--- src/hdl/rwts_pkg.sv ---
// shared types and constants for the raycast wall texel shader
package rwts_pkg;

   localparam int LH_W    = 12;   // line height width
   localparam int D_W     = 22;   // signed texture row numerator width
   localparam int FRAC_W  = 30;   // hit fraction width, Q0.30
   localparam int COORD_W = 8;    // texture coordinate width, covers up to 256 texels
   localparam int DIV_LSB = 8;    // texture row carries 8 fraction bits before the final floor

   localparam logic [23:0] SHADE_MASK = 24'h7F7F7F;
   localparam logic [23:0] GRID_RED   = 24'hC00000;

   localparam logic [1:0] CELL_NONE  = 2'd0;
   localparam logic [1:0] CELL_GRID  = 2'd1;
   localparam logic [1:0] CELL_GREEN = 2'd2;
   localparam logic [1:0] CELL_GREY  = 2'd3;

   typedef struct packed {
      logic               hit_side;
      logic [21:0]        origin_x;
      logic [21:0]        origin_y;
      logic signed [15:0] dir_x;
      logic signed [15:0] dir_y;
      logic [23:0]        perp_distance;
      logic [1:0]         wall_cell;
      logic [11:0]        line_height;
      logic [9:0]         pixel_row;
      logic [10:0]        pixel_col;
   } req_type;

   typedef struct packed {
      logic [23:0] rgb;
      logic [9:0]  out_row;
      logic [10:0] out_col;
   } rsp_type;

   // per pixel attributes that travel down the pipeline
   typedef struct packed {
      logic               hit_side;
      logic [1:0]         wall_cell;
      logic               row_sat;
      logic [COORD_W-1:0] tex_x;
      logic [9:0]         row;
      logic [10:0]        col;
   } pix_type;

endpackage

--- src/hdl/rwts_front.sv ---
// front stages: wall hit fraction, texture column, texture row numerator
module rwts_front #(
   parameter int TEXTURE_WIDTH  = 64,
   parameter int TEXTURE_HEIGHT = 64,
   parameter int SCREEN_HEIGHT  = 480,
   parameter int REM_W          = 26
) (
   input  logic              clock,
   input  logic              reset,
   input  logic              advance,
   input  logic              in_valid,
   input  rwts_pkg::req_type in_req,
   output logic              out_valid,
   output rwts_pkg::pix_type out_pix,
   output logic [REM_W-1:0]  out_rem,
   output logic [rwts_pkg::LH_W-1:0] out_lh
);
   import rwts_pkg::*;

   // stage 1
   logic [21:0]        base;
   logic signed [15:0] dir;
   logic signed [24:0] dist_s;
   logic signed [40:0] prod;
   logic [LH_W-1:0]    lh_fix;

   logic              s1_valid_ff;
   logic [FRAC_W-1:0] s1_base_ff,   s1_base_in;
   logic [FRAC_W-1:0] s1_prod_ff,   s1_prod_in;
   logic [D_W-1:0]    s1_d_ff,      s1_d_in;
   logic              s1_mirror_ff, s1_mirror_in;
   logic [LH_W-1:0]   s1_lh_ff;
   pix_type           s1_pix_ff,    s1_pix_in;

   always_comb begin
      base   = in_req.hit_side ? in_req.origin_x : in_req.origin_y;
      dir    = in_req.hit_side ? in_req.dir_x : in_req.dir_y;
      dist_s = {1'b0, in_req.perp_distance};
      prod   = dist_s * dir;
      lh_fix = (in_req.line_height == '0) ? LH_W'(1) : in_req.line_height;
      s1_base_in = {base[15:0], 14'b0};
      s1_prod_in = prod[FRAC_W-1:0];
      // modulo 2^D_W, bit D_W-1 is the sign
      s1_d_in = D_W'({in_req.pixel_row, 8'b0}) + D_W'({lh_fix, 7'b0})
              - D_W'(SCREEN_HEIGHT * 128);
      s1_mirror_in = (!in_req.hit_side && !in_req.dir_x[15] && (in_req.dir_x != '0))
                   || (in_req.hit_side && in_req.dir_y[15]);
      s1_pix_in.hit_side  = in_req.hit_side;
      s1_pix_in.wall_cell = in_req.wall_cell;
      s1_pix_in.row_sat   = 1'b0;
      s1_pix_in.tex_x     = '0;
      s1_pix_in.row       = in_req.pixel_row;
      s1_pix_in.col       = in_req.pixel_col;
   end

   always_ff @(posedge clock) begin
      if (reset) begin
         s1_valid_ff <= 1'b0;
      end else if (advance) begin
         s1_valid_ff <= in_valid;
      end
   end

   always_ff @(posedge clock) begin
      if (advance) begin
         s1_base_ff   <= s1_base_in;
         s1_prod_ff   <= s1_prod_in;
         s1_d_ff      <= s1_d_in;
         s1_mirror_ff <= s1_mirror_in;
         s1_lh_ff     <= lh_fix;
         s1_pix_ff    <= s1_pix_in;
      end
   end

   // stage 2
   logic              s2_valid_ff;
   logic [FRAC_W-1:0] s2_frac_ff, s2_frac_in;
   logic [19:0]       s2_d_ff,    s2_d_in;
   logic              s2_mirror_ff;
   logic [LH_W-1:0]   s2_lh_ff;
   pix_type           s2_pix_ff,  s2_pix_in;
   logic              d_neg;

   always_comb begin
      s2_frac_in = s1_base_ff + s1_prod_ff;
      d_neg      = s1_d_ff[D_W-1];
      s2_pix_in  = s1_pix_ff;
      // row past the bottom of the texture whenever d >= 256 * line height
      s2_pix_in.row_sat = !d_neg
                        && (s1_d_ff[D_W-2:0] >= (D_W-1)'({s1_lh_ff, 8'b0}));
      // above the texture: zero numerator gives texture row 0
      s2_d_in = d_neg ? '0 : s1_d_ff[19:0];
   end

   always_ff @(posedge clock) begin
      if (reset) begin
         s2_valid_ff <= 1'b0;
      end else if (advance) begin
         s2_valid_ff <= s1_valid_ff;
      end
   end

   always_ff @(posedge clock) begin
      if (advance) begin
         s2_frac_ff   <= s2_frac_in;
         s2_d_ff      <= s2_d_in;
         s2_mirror_ff <= s1_mirror_ff;
         s2_lh_ff     <= s1_lh_ff;
         s2_pix_ff    <= s2_pix_in;
      end
   end

   // stage 3
   logic [FRAC_W+8:0]  tx_prod;
   logic [COORD_W-1:0] tx_raw;
   logic               s3_valid_ff;
   pix_type            s3_pix_ff, s3_pix_in;
   logic [REM_W-1:0]   s3_rem_ff, s3_rem_in;
   logic [LH_W-1:0]    s3_lh_ff;

   always_comb begin
      tx_prod = (FRAC_W+9)'(s2_frac_ff) * (FRAC_W+9)'(TEXTURE_WIDTH);
      tx_raw  = tx_prod[FRAC_W+COORD_W-1:FRAC_W];
      s3_pix_in = s2_pix_ff;
      s3_pix_in.tex_x = s2_mirror_ff ? (COORD_W'(TEXTURE_WIDTH - 1) - tx_raw) : tx_raw;
      s3_rem_in = REM_W'(s2_d_ff) * REM_W'(TEXTURE_HEIGHT);
   end

   always_ff @(posedge clock) begin
      if (reset) begin
         s3_valid_ff <= 1'b0;
      end else if (advance) begin
         s3_valid_ff <= s2_valid_ff;
      end
   end

   always_ff @(posedge clock) begin
      if (advance) begin
         s3_pix_ff <= s3_pix_in;
         s3_rem_ff <= s3_rem_in;
         s3_lh_ff  <= s2_lh_ff;
      end
   end

   assign out_valid = s3_valid_ff;
   assign out_pix   = s3_pix_ff;
   assign out_rem   = s3_rem_ff;
   assign out_lh    = s3_lh_ff;

endmodule

--- src/hdl/rwts_div_stage.sv ---
// one restoring division stage of the texture row divider, one quotient bit
module rwts_div_stage #(
   parameter int REM_W   = 26,
   parameter int BIT_POS = 0
) (
   input  logic                         clock,
   input  logic                         reset,
   input  logic                         advance,
   input  logic                         in_valid,
   input  rwts_pkg::pix_type            in_pix,
   input  logic [REM_W-1:0]             in_rem,
   input  logic [rwts_pkg::LH_W-1:0]    in_lh,
   input  logic [rwts_pkg::COORD_W-1:0] in_quo,
   output logic                         out_valid,
   output rwts_pkg::pix_type            out_pix,
   output logic [REM_W-1:0]             out_rem,
   output logic [rwts_pkg::LH_W-1:0]    out_lh,
   output logic [rwts_pkg::COORD_W-1:0] out_quo
);
   import rwts_pkg::*;

   logic [REM_W-1:0]   dvs;
   logic               fits;
   logic               valid_ff;
   pix_type            pix_ff;
   logic [REM_W-1:0]   rem_ff, rem_in;
   logic [LH_W-1:0]    lh_ff;
   logic [COORD_W-1:0] quo_ff, quo_in;

   always_comb begin
      // divisor is line height * 256, aligned to this quotient bit
      dvs    = REM_W'({in_lh, DIV_LSB'(0)}) << BIT_POS;
      fits   = (in_rem >= dvs);
      rem_in = fits ? (in_rem - dvs) : in_rem;
      quo_in = in_quo;
      quo_in[BIT_POS] = fits;
   end

   always_ff @(posedge clock) begin
      if (reset) begin
         valid_ff <= 1'b0;
      end else if (advance) begin
         valid_ff <= in_valid;
      end
   end

   always_ff @(posedge clock) begin
      if (advance) begin
         pix_ff <= in_pix;
         rem_ff <= rem_in;
         lh_ff  <= in_lh;
         quo_ff <= quo_in;
      end
   end

   assign out_valid = valid_ff;
   assign out_pix   = pix_ff;
   assign out_rem   = rem_ff;
   assign out_lh    = lh_ff;
   assign out_quo   = quo_ff;

endmodule

--- src/hdl/rwts_texel.sv ---
// procedural texture lookup, side shading and result register
module rwts_texel #(
   parameter int TEXTURE_WIDTH  = 64,
   parameter int TEXTURE_HEIGHT = 64
) (
   input  logic                         clock,
   input  logic                         reset,
   input  logic                         advance,
   input  logic                         in_valid,
   input  rwts_pkg::pix_type            in_pix,
   input  logic [rwts_pkg::COORD_W-1:0] in_quo,
   output logic                         out_valid,
   output rwts_pkg::rsp_type            out_rsp
);
   import rwts_pkg::*;

   localparam int TXI_W = $clog2(TEXTURE_WIDTH);
   localparam int TYI_W = $clog2(TEXTURE_HEIGHT);

   logic [7:0] xs_tab [TEXTURE_WIDTH];
   logic [7:0] ys_tab [TEXTURE_HEIGHT];

   // coordinate scaled to 0..255, worked out per entry at elaboration
   for (genvar gi = 0; gi < TEXTURE_WIDTH; gi++) begin : g_xs
      assign xs_tab[gi] = 8'((gi * 256) / TEXTURE_WIDTH);
   end
   for (genvar gj = 0; gj < TEXTURE_HEIGHT; gj++) begin : g_ys
      assign ys_tab[gj] = 8'((gj * 256) / TEXTURE_HEIGHT);
   end

   logic [COORD_W-1:0] tx;
   logic [COORD_W-1:0] ty;
   logic [7:0]         xr;
   logic [23:0]        color;
   logic               valid_ff;
   rsp_type            rsp_ff, rsp_in;

   always_comb begin
      tx = in_pix.tex_x;
      ty = in_pix.row_sat ? COORD_W'(TEXTURE_HEIGHT - 1) : in_quo;
      xr = xs_tab[tx[TXI_W-1:0]] ^ ys_tab[ty[TYI_W-1:0]];
      unique case (in_pix.wall_cell)
         CELL_GRID: begin
            color = ((tx[3:0] != '0) && (ty[3:0] != '0)) ? GRID_RED : '0;
         end
         CELL_GREEN: begin
            color = {8'h00, xr, 8'h00};
         end
         CELL_GREY: begin
            color = {xr, xr, xr};
         end
         CELL_NONE: begin
            color = '0;
         end
         default: begin
            color = '0;
         end
      endcase
      rsp_in.rgb     = in_pix.hit_side ? ({1'b0, color[23:1]} & SHADE_MASK) : color;
      rsp_in.out_row = in_pix.row;
      rsp_in.out_col = in_pix.col;
   end

   always_ff @(posedge clock) begin
      if (reset) begin
         valid_ff <= 1'b0;
      end else if (advance) begin
         valid_ff <= in_valid;
      end
   end

   always_ff @(posedge clock) begin
      if (advance) begin
         rsp_ff <= rsp_in;
      end
   end

   assign out_valid = valid_ff;
   assign out_rsp   = rsp_ff;

endmodule

--- src/hdl/raycast_wall_texel_shader.sv ---
// Wall texel shader for a raycaster: one wall pixel in, its RGB colour out.
// The block accepts one pixel per clock and keeps that rate for as long as the
// result side keeps taking transactions. Three front stages form the wall hit
// fraction, the mirrored texture column and the texture row numerator, a
// restoring divider by the slice height resolves one texture row bit per
// stage, and a last stage reads the procedural texture, shades y-side hits and
// holds the result. A stall on the result side freezes the whole pipeline in
// place, so no transaction is lost or repeated.
module raycast_wall_texel_shader #(
   parameter int TEXTURE_WIDTH  = 64,
   parameter int TEXTURE_HEIGHT = 64,
   parameter int SCREEN_HEIGHT  = 480
) (
   input  logic              clock,
   input  logic              reset,
   input  logic              req_valid,
   output logic              req_ready,
   input  rwts_pkg::req_type req_data,
   output logic              rsp_valid,
   input  logic              rsp_ready,
   output rwts_pkg::rsp_type rsp_data
);
   import rwts_pkg::*;

   localparam int QB    = $clog2(TEXTURE_HEIGHT);
   localparam int REM_W = QB + LH_W + DIV_LSB;

   logic               advance;
   logic [QB:0]        stage_valid;
   pix_type            stage_pix [QB+1];
   logic [REM_W-1:0]   stage_rem [QB+1];
   logic [LH_W-1:0]    stage_lh  [QB+1];
   logic [COORD_W-1:0] stage_quo [QB+1];

   // whole pipeline moves together unless the result register is held
   assign advance   = !rsp_valid || rsp_ready;
   assign req_ready = advance;

   rwts_front #(
      .TEXTURE_WIDTH (TEXTURE_WIDTH),
      .TEXTURE_HEIGHT(TEXTURE_HEIGHT),
      .SCREEN_HEIGHT (SCREEN_HEIGHT),
      .REM_W         (REM_W)
   ) u_front (
      .clock    (clock),
      .reset    (reset),
      .advance  (advance),
      .in_valid (req_valid),
      .in_req   (req_data),
      .out_valid(stage_valid[0]),
      .out_pix  (stage_pix[0]),
      .out_rem  (stage_rem[0]),
      .out_lh   (stage_lh[0])
   );

   assign stage_quo[0] = '0;

   for (genvar g = 0; g < QB; g++) begin : g_div
      rwts_div_stage #(
         .REM_W  (REM_W),
         .BIT_POS(QB - 1 - g)
      ) u_div (
         .clock    (clock),
         .reset    (reset),
         .advance  (advance),
         .in_valid (stage_valid[g]),
         .in_pix   (stage_pix[g]),
         .in_rem   (stage_rem[g]),
         .in_lh    (stage_lh[g]),
         .in_quo   (stage_quo[g]),
         .out_valid(stage_valid[g+1]),
         .out_pix  (stage_pix[g+1]),
         .out_rem  (stage_rem[g+1]),
         .out_lh   (stage_lh[g+1]),
         .out_quo  (stage_quo[g+1])
      );
   end

   rwts_texel #(
      .TEXTURE_WIDTH (TEXTURE_WIDTH),
      .TEXTURE_HEIGHT(TEXTURE_HEIGHT)
   ) u_texel (
      .clock    (clock),
      .reset    (reset),
      .advance  (advance),
      .in_valid (stage_valid[QB]),
      .in_pix   (stage_pix[QB]),
      .in_quo   (stage_quo[QB]),
      .out_valid(rsp_valid),
      .out_rsp  (rsp_data)
   );

   // an empty result register never blocks the input
   a_ready_when_empty: assert property (@(posedge clock) disable iff (reset)
      !rsp_valid |-> req_ready)
      else $error("input blocked while result register empty");

   // during a stall every stage holds its transaction
   a_stall_freezes: assert property (@(posedge clock) disable iff (reset)
      !req_ready |=> $stable(stage_valid))
      else $error("pipeline moved during a stall");

   // an unsaturated texture row always lands inside the texture
   a_row_in_range: assert property (@(posedge clock) disable iff (reset)
      stage_valid[QB] && !stage_pix[QB].row_sat
         |-> ({1'b0, stage_quo[QB]} < (COORD_W+1)'(TEXTURE_HEIGHT)))
      else $error("texture row quotient out of range");

endmodule

--- config.mk ---
export PLATFORM = sky130hd
export DESIGN_NAME = raycast_wall_texel_shader
export DESIGN_NICKNAME = d
export VERILOG_FILES = /design/src/hdl/rwts_pkg.sv /design/src/hdl/rwts_front.sv /design/src/hdl/rwts_div_stage.sv /design/src/hdl/rwts_texel.sv /design/src/hdl/raycast_wall_texel_shader.sv
export SDC_FILE = /design/constraint.sdc
export NUM_CORES = 1
export LEC_CHECK = 0
export ABC_CLOCK_PERIOD_IN_PS = 93200
export BUFFER_PORTS_ARGS = -buffer_cell sky130_fd_sc_hd__buf_2
export CAP_MARGIN = 15
export CORE_MARGIN = 1.5
export CORE_UTILIZATION = 35
export DETAILED_ROUTE_END_ITERATION = 8
export PLACE_DENSITY = 0.49
export RECOVER_POWER = 25
export SKIP_CTS_REPAIR_TIMING = 1
export SYNTH_ARGS = -nofsm -noshare
export SYNTH_HDL_FRONTEND = slang
export SYNTH_HIERARCHICAL = 1
export SYNTH_SLANG_ARGS = --single-unit
--- constraint.sdc ---
create_clock -name clock -period 93.2 [get_ports clock]
set_input_delay 23.3 -clock clock [delete_from_list [all_inputs] [get_ports clock]]
set_output_delay 23.3 -clock clock [all_outputs]
set_load 0.005 [all_outputs]
==> results of run 1 <==
## worst reg2reg max path: stages, from the launching register on
cell	delay [ns]
dfxtp_1	0.34
nand2b_4	0.37
buf_4	0.64
buf_4	0.78
buf_4	0.89
## final timing paths
check,from,to,slack (ns)
setup / recovery,rsp_ready,req_ready,45.85
hold / removal,u_front/out_pix[30],g_div[0].u_div/out_pix[30],0.40
setup reg to reg,u_texel/out_valid,u_front/out_rem[17],89.77
hold reg to reg,u_front/out_pix[30],g_div[0].u_div/out_pix[30],0.40
## metrics by stage
step / cell area [um^2] / hold WS (ns) / utilization
6_report: 41220 / 0.3990 / 0.3977
3_3_place_gp: 38780 / 0.4002 / 0.3742
3_5_place_dp: 38780 / 0.4045 / 0.3742
5_1_grt: 41220 / 0.4018 / 0.3977
2_1_floorplan: 36680 / 0.4003 / -
4_1_cts: 41210 / 0.3895 / 0.3976
## metal layers
layer,vias up,GRT usage,wire [um]
li1,9858,-,-
met3,127,0.02004,2987
met2,488,0.2304,34530
met1,10298,0.1757,32560
met5,-,0,0
met4,0,0.04992,2074
## layout make-up
cell class,count,area share
Clock buffer,86,0.04653
Clock inverter,48,0.01244
Inverter,454,0.04134
Multi-Input combinational cell,1639,0.3710
Sequential cell,640,0.4638
Tap cell,1380,0.04189
Timing Repair Buffer,181,0.02298
## power breakdown
group	leakage [nW]	switching (mW)	internal, mW
Clock	1.17	0.114	0.168
Combinational	9.61	0.410	0.334
Sequential	6.75	0.0262	0.415
## flip-flops by register name, summed over array words and instances (netlist names), 21 cells and up
signal               count
u_front/s1_pix_ff       24
g_div.u_div/out_lh      60
u_front/s2_pix_ff       25
g_div.u_div/out_pix    186
g_div.u_div/out_quo     21
g_div.u_div/out_rem    130
u_front/out_pix         31
u_texel/out_rsp         38
## layout by cell type, fill, tap and decap left out, types with 17 or more instances in the layout
cell	count
clkbuf_16	75
nand2_1	256
edfxtp_1	630
ha_1	206
o21ai_0	59
nand3_1	21
xor2_1	42
a21o_1	22
inv_1	452
buf_2	171
mux2_2	46
xnor2_1	64
clkinv_1	20
fa_1	270
a21oi_1	96
nor2_1	97
nor4_1	17
nor3_1	20
and2_1	112
nor2b_1	40
==> results.sh, run 1 <==
export IMPL_endpoint_kind="output port"
export IMPL_grt_pass1_wl_um=116300
export IMPL_cts_tree="yes"
export IMPL_outcome="complete, no violations"
export IMPL_ant_nets=0
export IMPL_cp_top_family="simple AND/OR/NAND/NOR gates"
export IMPL_totalNegativeSetupSlack_ns=0
export IMPL_grt_pass1_vias=22264
export IMPL_first_pass_iters=7
export IMPL_start_util=0.3534
export IMPL_maxCapViolCount=0
export IMPL_setup_ws_ns=45.85
export IMPL_cp_slowest_cell="nand2b_4"
export IMPL_fp_dieH_um=326.5
export IMPL_wirelength_um=72160
export IMPL_leakagePower_nw=17.53
export IMPL_die_width_um=326.5
export IMPL_rsz0062_at_grt="false"
export IMPL_layout_min_cycle_time_ns=47.35
export IMPL_crit_type="input pin to output port"
export IMPL_dieArea_um2=106600
export IMPL_mappedNetlistArea_um2=36620
export IMPL_vias=20771
export IMPL_finClkSkew_ns=0.03495
export IMPL_numCtsBuffers=73
export IMPL_clk_pin_slew_worst_paths_ns=0.06
export IMPL_cts_max_path_buffers=3
export IMPL_report_final_slew_viol_count=0
export IMPL_cp_arrival_ns=24.05
export IMPL_gr_total_overflow=0
export IMPL_grt_max_degree=157
export IMPL_setup_viol=0
export IMPL_whs_path_depth=0
export IMPL_slew_limit_headroom=0.2493
export IMPL_drtIter0Drc=1112
export IMPL_drc=0
export IMPL_syn2layout_area_growth_pct=12.56
export IMPL_num_rows=118
export IMPL_antenna_cells=0
export IMPL_io_pins=187
export IMPL_clock_latency_ns=0.62
export IMPL_fin_crit_sh=0.5081
export IMPL_crit_buf_inv=2
export IMPL_p_total_mw=1.468
export IMPL_min_path_type="flop to flop"
export IMPL_clkSinkCount=640
export IMPL_postSynthCellCount=2828
export IMPL_fin_cells=4428
export IMPL_layout_drive_gt1_share=0.1312
export IMPL_place_congestion=0.9034
export IMPL_cpMostUsedCell="buf_2"
export IMPL_seq_area_um2=19120
export IMPL_multi_input_area_um2=15300
export IMPL_fmax_ghz=0.02112
export IMPL_ir_drop_mv=0.03346
export IMPL_final_nets=3605
export IMPL_path_depth=3
export IMPL_core_area_um2=103600
export IMPL_hold_viol=0
export IMPL_path_cells="buf_2 > nand2b_4 > buf_2"
export IMPL_io_buffer_count=171
export IMPL_tightest_slew_ns=1.104
export IMPL_yosysWarnings=6
export IMPL_wl_per_cell_um=16.30
export IMPL_dp_hpwl_um=52670
export IMPL_cpPeakStageDelay_ns=0.40
export IMPL_reg2reg_depth=4
export IMPL_dp_cells=4293
export IMPL_nFillCells=9781
export IMPL_syn_avg_cell_area_um2=12.95
export IMPL_cts_root_buffer_cell="clkbuf_16"
export IMPL_htree_levels=3
export IMPL_cp_required_ns=69.90
export IMPL_crit_fanout=18
export IMPL_startpoint_type="input pin"
export IMPL_via_per_inst=4.691
export IMPL_dp_slack_ns=45.80
export IMPL_grt_usage=0.1357
export IMPL_antenna_found_initial=4
export IMPL_power_per_cell_area_nw_per_um2=35.62
Power figures use the tool's default switching activity.
==> run 2, diff against run 1 <==
Settings changed: ABC_AREA from default to 1, ABC_CLOCK_PERIOD_IN_PS 93200 to 44900.
Clock period 93.2 ns to 44.9 ns, I/O delays scaled along.
==> run 2 against run 1 <==
  * Synthesized cell count rose by 37%
  * Wire length rose by 17%
  * Setup slack got worse by 24 ns
  * Via count rose by 19%
  * Final cell count rose by 26%
  * Synthesized area rose by 7.2%
  * Register-to-register slack got worse by 50 ns
  * Clock-buffer cell count rose by 4
  * Utilization fell by 0.23 points
  * Critical path type unchanged
  * Critical endpoint unchanged
==> results.sh, run 2 <==
export IMPL_crit_start="rsp_ready"
export IMPL_layout_min_cycle_time_ns=23.06
export IMPL_layout_drive_gt1_share=0.1103
export IMPL_setup_viol=0
export IMPL_drtIter0Drc=1430
export IMPL_htree_levels=3
export IMPL_hold_viol=0
export IMPL_mappedNetlistArea_um2=39270
export IMPL_clk_pin_slew_worst_paths_ns=0.06
export IMPL_cts_tree="yes"
export IMPL_gr_total_overflow=0
export IMPL_antenna_found_initial=1
export IMPL_dieArea_um2=114200
export IMPL_vias=24806
export IMPL_syn2layout_area_growth_pct=11.75
export IMPL_io_pins=187
export IMPL_report_final_slew_viol_count=0
export IMPL_ant_nets=0
export IMPL_final_common_cell="nand2_1"
export IMPL_syn_avg_cell_area_um2=10.15
export IMPL_nFillCells=11002
export IMPL_reg2reg_depth=6
export IMPL_numCtsBuffers=72
export IMPL_whs_path_depth=0
export IMPL_totalNegativeSetupSlack_ns=0
export IMPL_cp_required_ns=33.68
export IMPL_multi_input_area_um2=16630
export IMPL_largest_register_ffs=186
export IMPL_grt_pass1_wl_um=133700
export IMPL_worst_hold_path_endpoint="g_div[5].u_div/out_pix[29]"
export IMPL_finClkSkew_ns=0.04520
export IMPL_grt_max_degree=152
export IMPL_core_area_um2=111000
export IMPL_clock_latency_ns=0.63
export IMPL_tightest_slew_ns=1.246
export IMPL_cp_arrival_ns=11.84
export IMPL_fin_crit_sh=0.5136
export IMPL_dp_hpwl_um=65020
export IMPL_fp_dieH_um=338.0
export IMPL_wirelength_um=84640
export IMPL_drc=0
export IMPL_cts_root_buffer_cell="clkbuf_16"
export IMPL_io_buffer_count=171
export IMPL_via_per_inst=4.442
export IMPL_timing_rr_end="u_front/out_lh[0]"
export IMPL_num_rows=122
export IMPL_grt_usage=0.1505
export IMPL_r2r_slack_ns=39.99
export IMPL_seq_area_um2=19120
export IMPL_first_pass_iters=5
export IMPL_clkSinkCount=640
export IMPL_crit_fanout=10
export IMPL_min_from="g_div[4].u_div/out_pix[29]"
export IMPL_maxCapViolCount=0
export IMPL_place_congestion=0.8782
export IMPL_rsz0062_at_grt="false"
export IMPL_slew_limit_headroom=0.1690
export IMPL_min_path_type="flop to flop"
export IMPL_startpoint_type="input pin"
export IMPL_yosysWarnings=6
export IMPL_outcome="complete, no violations"
export IMPL_fmax_ghz=0.04336
export IMPL_grt_pass1_vias=24924
export IMPL_wl_per_cell_um=15.16
export IMPL_antenna_cells=0
export IMPL_crit_type="input pin to output port"
export IMPL_start_util=0.3539
export IMPL_postSynthCellCount=3870
export IMPL_r2r_start="u_texel/out_valid"
export IMPL_final_nets=4662
export IMPL_die_width_um=338.0
export IMPL_endpoint_kind="output port"
export IMPL_cts_max_path_buffers=3
export IMPL_mostFrequentLayoutCells="981 x nand2_1, 761 x inv_1, 630 x edfxtp_1"
run 2: through the flow:
stage / util / instance area (um^2) / worst slack (ns) / hold WS (ns) / instances
global route: 0.3955 / 43880 / 21.78 / 0.3946 / 5585
global placement: 0.3747 / 41580 / 21.80 / 0.4015 / 5460
detailed placement: 0.3747 / 41580 / 21.80 / 0.4045 / 5460
finish: 0.3955 / 43880 / 21.84 / 0.3904 / 5585
floorplan: - / 39320 / 8.892 / 0.4003 / 3884
CTS: 0.3955 / 43880 / 21.80 / 0.3845 / 5585
run 2: final cells by class:
type                    instances  area share
well taps                    1488     0.04242
flip-flops and latches        640      0.4356
clock buffers                  90     0.04422
repair buffers                182     0.02167
clock inverters                35    0.008354
inverters                     803     0.06874
multi-input cells            2347      0.3789
run 2: metal layers:
layer / global-route usage / share of wire / vias to the layer above
li1: - / - / 12473
met1: 0.2088 / 0.48 / 11775
met2: 0.2423 / 0.46 / 441
met3: 0.02237 / 0.040 / 117
met4: 0.04732 / 0.025 / 0
met5: 0 / 0 / -
run 2: worst max path at each step:
stage | endpoint | slack (ns)
final | req_ready | 21.84
after global routing | req_ready | 21.78
after CTS | req_ready | 21.80
after detailed placement | req_ready | 21.80
after global placement | req_ready | 21.80
after floorplan | req_ready | 8.89
run 2: worst max-delay path, cell delays in order:
cell and delay, ns:
buf_2 0.07, inv_1 0.05, nand2_4 0.23, buf_2 0.23
Power of run 2 is not shown: default switching activity piles up to over one toggle a cycle in this logic, so the estimate is an artifact.
==> run 3, diff against run 2 <==
Settings changed: ABC_CLOCK_PERIOD_IN_PS 44900 to 20200, PLACE_DENSITY 0.49 to 0.51.
Clock period 44.9 ns to 20.2 ns, I/O delays scaled along.
==> run 3 against run 2 <==
  * Critical path depth grew 20
  * Via count increased by 0.71%
  * Utilization barely moved
  * Clock skew decreased by 0.0076 ns
  * Non-clock buffer count stayed put
  * Design area about the same
  * Die area unchanged
  * Critical path type is now input pin to flop
==> results.sh, run 3 (synthesis results as in run 2) <==
export IMPL_outcome="complete, no violations"
export IMPL_drc=0
export IMPL_place_congestion=0.8811
export IMPL_cpMostUsedCell="fa_1"
export IMPL_report_final_slew_viol_count=0
export IMPL_final_util=0.3958
export IMPL_num_rows=122
export IMPL_cts_root_buffer_cell="clkbuf_16"
export IMPL_antenna_cells=0
export IMPL_finClkSkew_ns=0.03757
export IMPL_clock_latency_ns=0.63
export IMPL_dieArea_um2=114200
export IMPL_wl_per_cell_um=15.16
export IMPL_wirelength_um=84750
export IMPL_antenna_found_initial=1
export IMPL_numCtsBuffers=74
export IMPL_htree_levels=3
export IMPL_final_cell_area_um2=43920
export IMPL_crit_buf_inv=7
export IMPL_final_common_cell="nand2_1"
export IMPL_cpPeakStageDelay_ns=0.63
export IMPL_vias=24981
export IMPL_clkSinkCount=640
export IMPL_clk_pin_slew_worst_paths_ns=0.07
export IMPL_mostFrequentLayoutCells="981 x nand2_1, 761 x inv_1, 630 x edfxtp_1"
export IMPL_rsz0062_at_grt="false"
export IMPL_start_util=0.3539
export IMPL_totalNegativeSetupSlack_ns=0
export IMPL_grt_max_degree=180
export IMPL_fin_crit_sh=0.5879
export IMPL_fmax_ghz=0.08421
export IMPL_layout_drive_gt1_share=0.1094
export IMPL_cp_slowest_cell="buf_2"
export IMPL_cts_max_path_buffers=3
export IMPL_cp_top_family="adder cells"
export IMPL_final_nets=4664
export IMPL_layout_min_cycle_time_ns=11.87
export IMPL_io_pins=187
export IMPL_placed_cell_area_um2=41610
export IMPL_slew_limit_headroom=0.3876
export IMPL_via_per_inst=4.468
export IMPL_io_buffer_count=171
export IMPL_grt_pass1_vias=24607
export IMPL_tightest_slew_ns=0.9186
export IMPL_cp_required_ns=20.61
export IMPL_hold_viol=0
export IMPL_drtIter0Drc=1546
export IMPL_fp_dieH_um=338.0
export IMPL_gr_total_overflow=0
export IMPL_crit_fanout=42
export IMPL_first_pass_iters=5
export IMPL_core_area_um2=111000
export IMPL_path_cells="buf_2 > inv_2 > or2_1 > nand2_1 > inv_2 > nand2_1 > fa_1 > fa_1 > fa_1 > inv_1 > fa_1 > fa_1 > inv_1 > fa_1 > inv_1 > ha_1 > a21oi_1 > o21ai_0 > a21oi_1 > o21ai_0 > a21oi_1 > inv_1 > nand2_1 > nand2_1"
export IMPL_die_width_um=338.0
export IMPL_ant_nets=0
export IMPL_cp_arrival_ns=12.28
export IMPL_startpoint_type="input pin"
export IMPL_largest_register_ffs=186
export IMPL_grt_pass1_wl_um=131900
export IMPL_crit_type="input pin to flop"
export IMPL_maxCapViolCount=0
export IMPL_grt_usage=0.1495
export IMPL_dp_hpwl_um=64710
export IMPL_holdWs_ns=0.3840
export IMPL_min_path_type="flop to flop"
export IMPL_cts_tree="yes"
export IMPL_setup_viol=0
export IMPL_endpoint_kind="flop"
export IMPL_syn2layout_area_growth_pct=11.85
## run 3: cell types whose count changed in the layout (fill, tap and decap cells not counted), sizes merged
cell      previous run  this run
clkinv              43        41
inv                790       795
clkinvlp             2         3
clkbuf              90        92
## run 3: through the flow
stage	setup slack (ns)	cells
2_1_floorplan	2.492	3884
6_report	8.325	5591
5_1_grt	7.905	5591
4_1_cts	8.326	5591
3_3_place_gp	7.614	5460
3_5_place_dp	7.635	5460
## run 3: worst paths after layout
path	from	endpoint	slack, ns	depth (start not counted)
hold / removal	u_front/s2_lh_ff[6]	u_front/out_lh[6]	0.38	0
hold reg to reg	u_front/s2_lh_ff[6]	u_front/out_lh[6]	0.38	0
setup / recovery	req_data[135]	u_front/s1_prod_ff[29]	8.33	24
setup reg to reg	u_texel/out_valid	g_div[4].u_div/out_pix[15]	17.56	3
## run 3: routing by layer
metal	vias up	track usage	part of all wire
met5	-	0	0.00012
met4	2	0.04494	0.026
met3	127	0.03015	0.050
met2	490	0.2424	0.46
met1	11880	0.2016	0.47
li1	12482	-	-
## run 3: area by class of cell
cell class / instances / area, um^2
Fill cell: 10959 / 67050
Sequential cell: 640 / 19120
Multi-Input combinational cell: 2347 / 16630
Inverter: 803 / 3017
Clock buffer: 92 / 1919
Tap cell: 1488 / 1862
Timing Repair Buffer: 182 / 975.9
Clock inverter: 39 / 395.4
Power of run 3 is left out for the same reason.
